==> src/sv/tao_pkg.sv <==
`default_nettype none
package tao_pkg;

  localparam int SAMPLE_W  = 12;
  localparam int SUM_W     = 16;
  localparam int CNT_W     = 4;
  localparam int AVG_SHIFT = 4;
  localparam int AVG_W     = SUM_W - AVG_SHIFT;
  localparam int CFG_W     = 16;
  localparam int TEMP_W    = 16;
  localparam int NUM_CH    = 3;
  localparam int NUM_SUM   = 4;
  localparam int REF_IDX   = 3;
  localparam int CFG_IDX_W = 3;
  localparam int DIFF_W    = ((AVG_W + 1 > CFG_W) ? AVG_W + 1 : CFG_W) + 1;
  localparam int PROD_W    = DIFF_W + CFG_W;

  localparam logic [CNT_W-1:0] GROUP_LAST = '1;

  localparam logic [CFG_IDX_W-1:0] REG_OFFSET_A = 3'd0;
  localparam logic [CFG_IDX_W-1:0] REG_OFFSET_B = 3'd1;
  localparam logic [CFG_IDX_W-1:0] REG_OFFSET_C = 3'd2;
  localparam logic [CFG_IDX_W-1:0] REG_GAIN_A   = 3'd3;
  localparam logic [CFG_IDX_W-1:0] REG_GAIN_B   = 3'd4;
  localparam logic [CFG_IDX_W-1:0] REG_GAIN_C   = 3'd5;

  typedef logic [SAMPLE_W-1:0]      sample_t;
  typedef logic [AVG_W-1:0]         avg_t;
  typedef logic signed [CFG_W-1:0]  cfg_t;
  typedef logic signed [TEMP_W-1:0] temp_t;

  typedef struct packed {
    sample_t sample_a;
    sample_t sample_b;
    sample_t sample_c;
    sample_t sample_ref;
  } in_word_t;

  typedef struct packed {
    temp_t temp_a;
    temp_t temp_b;
    temp_t temp_c;
    logic  present_a;
    logic  present_b;
    logic  present_c;
  } out_word_t;

  typedef struct packed {
    logic load;
    logic adv;
  } pipe_ctrl_t;

endpackage
`default_nettype wire

==> src/sv/tao_accum.sv <==
`default_nettype none
module tao_accum
  import tao_pkg::*;
(
  input  wire logic                     clk,
  input  wire logic                     rst_n,
  input  wire logic                     in_valid,
  input  wire in_word_t                 in_word,
  input  wire pipe_ctrl_t               ctrl,
  input  wire logic                     s2_free,
  output logic                          in_stall,
  output logic                          s1_v,
  output avg_t [NUM_SUM-1:0]            avg
);

  logic [SUM_W-1:0] sum_r   [NUM_SUM];
  logic [SUM_W-1:0] sum_nxt [NUM_SUM];
  sample_t          smp     [NUM_SUM];
  logic [CNT_W-1:0] cnt_r;
  logic             s1_v_r;
  avg_t [NUM_SUM-1:0] avg_r;
  logic             accept;
  logic             last;

  assign smp[0] = in_word.sample_a;
  assign smp[1] = in_word.sample_b;
  assign smp[2] = in_word.sample_c;
  assign smp[3] = in_word.sample_ref;

  always_comb begin
    for (int i = 0; i < NUM_SUM; i++) begin
      sum_nxt[i] = sum_r[i] + SUM_W'(smp[i]);
    end
  end

  // the closing word of a group needs a free average register
  assign in_stall = (cnt_r == GROUP_LAST) && s1_v_r && !s2_free;
  assign accept   = in_valid && !in_stall;
  assign last     = accept && (cnt_r == GROUP_LAST);

  always_ff @(posedge clk) begin
    if (!rst_n) begin
      for (int i = 0; i < NUM_SUM; i++) begin
        sum_r[i] <= '0;
      end
      cnt_r  <= '0;
      s1_v_r <= 1'b0;
    end else begin
      if (accept) begin
        if (last) begin
          for (int i = 0; i < NUM_SUM; i++) begin
            sum_r[i] <= '0;
          end
          cnt_r <= '0;
        end else begin
          for (int i = 0; i < NUM_SUM; i++) begin
            sum_r[i] <= sum_nxt[i];
          end
          cnt_r <= cnt_r + 1'b1;
        end
      end
      if (last) begin
        s1_v_r <= 1'b1;
      end else if (ctrl.load) begin
        s1_v_r <= 1'b0;
      end
    end
  end

  always_ff @(posedge clk) begin
    if (last) begin
      for (int i = 0; i < NUM_SUM; i++) begin
        avg_r[i] <= sum_nxt[i][SUM_W-1:AVG_SHIFT];
      end
    end
  end

  assign s1_v = s1_v_r;
  assign avg  = avg_r;

endmodule
`default_nettype wire

==> src/sv/tao_lane.sv <==
`default_nettype none
module tao_lane
  import tao_pkg::*;
(
  input  wire logic       clk,
  input  wire logic       rst_n,
  input  wire pipe_ctrl_t ctrl,
  input  wire avg_t       avg,
  input  wire avg_t       ref_avg,
  input  wire cfg_t       offset,
  input  wire cfg_t       gain,
  output temp_t           temp,
  output logic            present
);

  localparam temp_t TEMP_MAX = {1'b0, {(TEMP_W-1){1'b1}}};
  localparam temp_t TEMP_MIN = {1'b1, {(TEMP_W-1){1'b0}}};

  logic signed [DIFF_W-1:0] diff;
  logic signed [PROD_W-1:0] prod_nxt;
  logic signed [PROD_W-1:0] prod_r;
  logic                     pres_r;
  temp_t                    last_r;
  temp_t                    sat;
  logic [PROD_W-TEMP_W:0]   hi;

  assign diff = DIFF_W'($signed({1'b0, avg})) - DIFF_W'($signed({1'b0, ref_avg}))
              - DIFF_W'(offset);
  assign prod_nxt = diff * gain;

  always_ff @(posedge clk) begin
    if (ctrl.load) begin
      prod_r <= prod_nxt;
      pres_r <= (avg >= ref_avg);
    end
  end

  assign hi = prod_r[PROD_W-1:TEMP_W-1];

  always_comb begin
    if ((&hi) || !(|hi)) begin
      sat = prod_r[TEMP_W-1:0];
    end else if (prod_r[PROD_W-1]) begin
      sat = TEMP_MIN;
    end else begin
      sat = TEMP_MAX;
    end
  end

  // absent channel keeps its last value
  always_ff @(posedge clk) begin
    if (!rst_n) begin
      last_r <= '0;
    end else if (ctrl.adv && pres_r) begin
      last_r <= sat;
    end
  end

  assign temp    = pres_r ? sat : last_r;
  assign present = pres_r;

endmodule
`default_nettype wire

==> src/sv/tao_merge.sv <==
`default_nettype none
module tao_merge
  import tao_pkg::*;
(
  input  wire logic                    clk,
  input  wire logic                    rst_n,
  input  wire logic                    s1_v,
  input  wire temp_t [NUM_CH-1:0]      lane_temp,
  input  wire logic  [NUM_CH-1:0]      lane_present,
  input  wire logic                    out_stall,
  output pipe_ctrl_t                   ctrl,
  output logic                         s2_free,
  output logic                         out_valid,
  output out_word_t                    out_word
);

  logic      s2_v_r;
  logic      out_v_r;
  out_word_t out_word_r;
  logic      out_free;

  assign out_free  = !out_v_r || !out_stall;
  assign ctrl.adv  = s2_v_r && out_free;
  assign s2_free   = !s2_v_r || out_free;
  assign ctrl.load = s1_v && s2_free;

  always_ff @(posedge clk) begin
    if (!rst_n) begin
      s2_v_r  <= 1'b0;
      out_v_r <= 1'b0;
    end else begin
      if (ctrl.load) begin
        s2_v_r <= 1'b1;
      end else if (ctrl.adv) begin
        s2_v_r <= 1'b0;
      end
      if (ctrl.adv) begin
        out_v_r <= 1'b1;
      end else if (!out_stall) begin
        out_v_r <= 1'b0;
      end
    end
  end

  always_ff @(posedge clk) begin
    if (ctrl.adv) begin
      out_word_r.temp_a    <= lane_temp[0];
      out_word_r.temp_b    <= lane_temp[1];
      out_word_r.temp_c    <= lane_temp[2];
      out_word_r.present_a <= lane_present[0];
      out_word_r.present_b <= lane_present[1];
      out_word_r.present_c <= lane_present[2];
    end
  end

  assign out_valid = out_v_r;
  assign out_word  = out_word_r;

endmodule
`default_nettype wire

==> src/sv/thermocouple_average_offset_top.sv <==
// the word closing a group of 16 passes the averaging, product and output registers
// throughput: one input word per cycle unless in_stall; one result per 16 input words
// the averaging register, the lane product registers and the output register
// hold work in flight; in_stall rises only on the closing word of a group when
// all are full and out_stall holds
// reset: synchronous, active low; clears sums, group count, last values,
// offsets to 0 and gains to 1
`default_nettype none
module thermocouple_average_offset_top
  import tao_pkg::*;
(
  input  wire logic                 clk,
  input  wire logic                 rst_n,
  input  wire logic                 in_valid,
  output logic                      in_stall,
  input  wire in_word_t             in_word,
  output logic                      out_valid,
  input  wire logic                 out_stall,
  output out_word_t                 out_word,
  input  wire logic                 cfg_we,
  input  wire logic [CFG_IDX_W-1:0] cfg_index,
  input  wire logic [CFG_W-1:0]     cfg_wdata
);

  cfg_t [NUM_CH-1:0]   offset_r;
  cfg_t [NUM_CH-1:0]   gain_r;
  avg_t [NUM_SUM-1:0]  avg;
  temp_t [NUM_CH-1:0]  lane_temp;
  logic [NUM_CH-1:0]   lane_present;
  pipe_ctrl_t          ctrl;
  logic                s1_v;
  logic                s2_free;

  always_ff @(posedge clk) begin
    if (!rst_n) begin
      for (int i = 0; i < NUM_CH; i++) begin
        offset_r[i] <= '0;
        gain_r[i]   <= cfg_t'(1);
      end
    end else if (cfg_we) begin
      unique case (cfg_index)
        REG_OFFSET_A: offset_r[0] <= cfg_wdata;
        REG_OFFSET_B: offset_r[1] <= cfg_wdata;
        REG_OFFSET_C: offset_r[2] <= cfg_wdata;
        REG_GAIN_A:   gain_r[0]   <= cfg_wdata;
        REG_GAIN_B:   gain_r[1]   <= cfg_wdata;
        REG_GAIN_C:   gain_r[2]   <= cfg_wdata;
        default: ;
      endcase
    end
  end

  tao_accum u_accum (
    .clk      (clk),
    .rst_n    (rst_n),
    .in_valid (in_valid),
    .in_word  (in_word),
    .ctrl     (ctrl),
    .s2_free  (s2_free),
    .in_stall (in_stall),
    .s1_v     (s1_v),
    .avg      (avg)
  );

  for (genvar g = 0; g < NUM_CH; g++) begin : g_lane
    tao_lane u_lane (
      .clk     (clk),
      .rst_n   (rst_n),
      .ctrl    (ctrl),
      .avg     (avg[g]),
      .ref_avg (avg[REF_IDX]),
      .offset  (offset_r[g]),
      .gain    (gain_r[g]),
      .temp    (lane_temp[g]),
      .present (lane_present[g])
    );
  end

  tao_merge u_merge (
    .clk          (clk),
    .rst_n        (rst_n),
    .s1_v         (s1_v),
    .lane_temp    (lane_temp),
    .lane_present (lane_present),
    .out_stall    (out_stall),
    .ctrl         (ctrl),
    .s2_free      (s2_free),
    .out_valid    (out_valid),
    .out_word     (out_word)
  );

endmodule
`default_nettype wire

==> config.mk <==
export PLATFORM = sky130hd
export DESIGN_NAME = thermocouple_average_offset_top
export DESIGN_NICKNAME = d
export VERILOG_FILES = /design/src/sv/tao_pkg.sv /design/src/sv/tao_accum.sv /design/src/sv/tao_lane.sv /design/src/sv/tao_merge.sv /design/src/sv/thermocouple_average_offset_top.sv
export SDC_FILE = /design/constraint.sdc
export NUM_CORES = 2
export LEC_CHECK = 0
export BUFFER_PORTS_ARGS = -buffer_cell sky130_fd_sc_hd__buf_4
export CORE_UTILIZATION = 55
export CTS_CLUSTER_DIAMETER = 30
export DETAILED_ROUTE_END_ITERATION = 8
export GPL_ROUTABILITY_DRIVEN = 0
export HOLD_SLACK_MARGIN = 0.03
export PLACE_DENSITY = 0.79
export SLEW_MARGIN = 20
export SYNTH_ARGS = -nofsm -noshare
export SYNTH_HDL_FRONTEND = slang
export SYNTH_SLANG_ARGS = --single-unit
==> constraint.sdc <==
create_clock -name clk -period 12 [get_ports clk]
set_clock_uncertainty 0.1 [all_clocks]
set_input_delay 1.2 -clock clk [delete_from_list [all_inputs] [get_ports clk]]
set_output_delay 1.2 -clock clk [all_outputs]
set_load 0.01 [all_outputs]
==> results.md <==
- For hold timing, the worst endpoint is offset_r[44].
- The primary flip-flop cell chosen by synthesis mapping is edfxtp_1.
- In this run the deepest clock path goes through 3 buffers.
- The worst hold path cell count is 2.
- The type of the worst setup path is reg -> reg.
- Ranked by instance count, the synthesized netlist is headed by inv_1, fa_1, nand2_1, ha_1, and2_1.
- Excluding fillers, the count of instances in the completed layout stands at 7036.
- The routed via count is slightly below 40000.
- The tool flagged a number of max-cap violations equal to 0.
- The area of the die is 96720 um2.
- The synthesized flop and latch total is 416.
- TritonCTS built the clock tree.
- The largest stage delay on the critical path is around 0.92 ns.
- The worst hold path startpoint is offset_r[44].
- In the routed layout, each cell is associated on average with a via count of approximately 5.6.
- For this run, design rule violations remaining after detail routing come to 0.
- The total global routing track utilization is 0.2619.
- Before antenna repair, the detailed router went through 7 iterations.
- The clock period could shrink to 10.77 ns.
- The endpoint class of the critical path is a flop.
- The number of antenna violations at the first check in global routing is 11.
- Of the cells placed in the final design, the portion with a size suffix greater than 1 is 0.06886.
- Data on the critical path is required at its endpoint by approximately 12 ns.
- Setup violations remaining at the end of the flow were counted as 0.
- The data arrival time of the critical path is 11.06 ns.
- Prior to clock tree synthesis, the placed netlist has a worst setup slack of approximately 1.5 ns.
- The count of flip-flops with a built-in enable after synthesis is around 250.
- The number of distinct standard cells referenced by the synthesized netlist is between 70 and 80.
- Clock-pin slew was measured on the worst setup and hold paths at about 0.060 ns.
- Synthesis produced a netlist whose cell count is between 5000 and 6000.
- The total placed cells including tap cells is between 6000 and 7000.
- Dividing the final minimum period by the clock period gives 0.8977.
- The synthesized netlist occupies a cell area of about 53000 um2.
- Ranked by total cell area, the synthesized netlist is headed by fa_1, edfxtp_1, ha_1.
- The achievable frequency is about 93 MHz.
- The number of warning messages in the yosys log is 0.
- The maximum VDD drop is roughly 0.13 mV.
- The number of global-route vias before repair is ~41000.
- The total I/O pin count is 125.
- Measured against its own limit, the worst slew margin works out to 0.2354.
- Setup repair after global routing left no endpoint under its margin.
- The total number of nets in the final design is between 6000 and 7000.
- Of the post-synthesis cell area, the dominant cell type holds 0.3114.
- In the final timing run, aggregate negative setup slack is 0 ns.
- The reg-to-reg endpoint is g_lane[2].u_lane.prod_r[31].
- In this run the vertical extent of the chip is between 300 and 400 um.
- The cell chosen for the clock root is clkbuf_16.
- The residual antenna-violating net count after detailed routing is 0.
- By instance count, the cell type seen most on the critical path is fa_1.
- The flow ran to the end, and the final reports show no timing, DRC or antenna violations.
- The share of async-settable or async-resettable flops after synthesis is 0.
- The cell with the biggest individual delay on the critical path is o41ai_1.
- The kind of launch point of the worst setup path is a flop.
- The least setup slack across all paths after layout is 1.227 ns.
- Wires add up to roughly 120000 um.
- The slew of the pin with the lowest slew margin is roughly 1.1 ns.
- The number of input and output port buffers inserted is approximately 120.
- Averaged over all synthesized cells, the footprint is between 9 and 10 um2.
- The total overflow left after global routing is 0.
- The number of hold buffers added after CTS was 0.
- The number of max-slew violations in the final report is 0.
- The first-pass GRT wire length is roughly 200000 um.
- The H-tree depth is 3.
- The number of cells on the worst reg-to-reg path is 36.
- The sequential share of the synthesized area is 0.2060.
- The number of setup buffers added after CTS is 0.
- For this configuration, the core starts out at a cell density of 0.5593.
- Row generation in the floorplan step produced roughly 110 rows.
- In this run the critical register-to-register path is launched from u_accum.avg[24].
- The average detailed-routed wire length per instance is approximately 18 um.
- The number of failing hold endpoints at the final stage is 0.
- Summed over all instances, the cell type with the most area after synthesis is fa_1.
- The final-layout worst hold slack is 0.3649 ns.
- The number of filler cells placed in the layout is around 7600.
- Of all nets on the critical path, the largest fanout is 18.
- The class of the tightest hold or removal check is reg -> reg.
- Across all register-to-register paths, the minimum setup slack is roughly 1.2 ns.
- Summed over all cells, the static leakage comes to 27.35 nW.
- Measured along the x axis, the die boundary spans 311 um.
- For this block, the initial DRC count from the detailed router was between 3000 and 4000.
- inv_1 is the most common cell in the netlist.
- The clock sink total is between 400 and 500.
- Measured on the finished design, the core utilization comes to 0.6163.
- Buffers inserted during clock tree synthesis total a little under 90.
- The number of resized instances in the post-cts repair step is 0.
- Detailed placement finished with a half-perimeter wire length of roughly 96000 um.
- Counting every net in the synthesized netlist gives about 6900.
- The region available for standard cell placement spans around 94000 um2.
- The clock latency at the later pin of the worst-skew pair is between 0.6 and 0.7 ns.
- In this run the power density over the cells is around 95 nW/um2.
- Entering global routing, the biggest net connects around 110 pins.
- The signed area change from the synthesized netlist to the final layout is 10.19%.
==> worst max-delay path, delay by kind of cell, from the launching register on <==
family	cells	cell delay (ns)
AOI/OAI and AO/OA	14	3.63
xor gates and xnor gates	4	1.25
DFF	1	0.36
and+or+nand+nor	5	1.29
adders and majority gates	9	3.61
buffers and inverters	4	0.20
==> cell families after synthesis <==
family / synth area share
AND/OR/NAND/NOR: 0.1510
flip-flops: 0.2060
buffers and inverters: 0.09523
multiplexers: 0.005289
AO/OA/AOI/OAI: 0.09690
XOR/XNOR: 0.04119
adder cells (fa/ha/maj): 0.4044
==> stage by stage <==
| step | power (mW) | instance area (um2) |
|---|---|---|
| CTS | 5.519 | 57850 |
| finish | 5.485 | 57870 |
| floorplan | 2.567 | 52520 |
| global placement | 2.821 | 54630 |
| detailed placement | 2.870 | 54630 |
| global route | 5.753 | 57870 |
==> state kept, by name (all words and copies together), names as in the netlist, 3 cells and up <==
signal                 flops
g_lane.u_lane.prod_r      99
u_accum.avg               48
u_accum.sum_r             64
g_lane.u_lane.present      3
offset_r                  48
u_accum.cnt_r              4
u_merge.out_word          51
g_lane.u_lane.last_r      48
gain_r                    48
==> layer usage <==
| layer | part of all wire | wire, um | track usage |
|---|---|---|---|
| met1 | 0.40 | 49990 | 0.3440 |
| met2 | 0.48 | 58940 | 0.4326 |
| met3 | 0.088 | 10930 | 0.05539 |
| met4 | 0.029 | 3592 | 0.08408 |
| met5 | 0.00074 | 92 | 0 |
==> cell usage in the layout, fill, tap and decap left out, types with 102 or more instances in the layout <==
cell / count
o21ai_0: 105
inv_1: 1110
and2_1: 327
xnor2_1: 182
fa_1: 817
dfxtp_1: 167
nor2_1: 209
buf_4: 168
a21boi_0: 102
edfxtp_1: 249
a21oi_1: 243
nand2_1: 765
ha_1: 390
==> layout make-up <==
cell class | instances | area (um2) | share of cell area
Antenna cell | 2 | 5.005 | 0.00008649
Clock buffer | 104 | 2355 | 0.04069
Clock inverter | 61 | 869.6 | 0.01503
Inverter | 1111 | 4170 | 0.07206
Multi-Input combinational cell | 3920 | 36820 | 0.6362
Sequential cell | 416 | 10820 | 0.1870
Tap cell | 1254 | 1569 | 0.02711
Timing Repair Buffer | 168 | 1261 | 0.02179
==> report_power, final <==
group / switching (mW) / internal (mW)
logic: 0.726 / 0.507
registers: 0.0322 / 1.59
clock network: 0.911 / 1.72
==> how the worst max path moves through the flow <==
stage,start,endpoint,slack [ns],cells after the start
2_1_floorplan,u_accum.avg[37],g_lane[2].u_lane.prod_r[31],2.43,37
3_3_place_gp,u_accum.avg[24],g_lane[2].u_lane.prod_r[31],1.72,37
3_5_place_dp,u_accum.avg[12],g_lane[1].u_lane.prod_r[32],1.49,36
4_1_cts,u_accum.avg[24],g_lane[2].u_lane.prod_r[31],1.43,37
5_1_grt,u_accum.avg[24],g_lane[2].u_lane.prod_r[31],0.50,37
6_report,u_accum.avg[24],g_lane[2].u_lane.prod_r[31],1.23,36
Note: power is estimated with default switching activity, not from simulation.
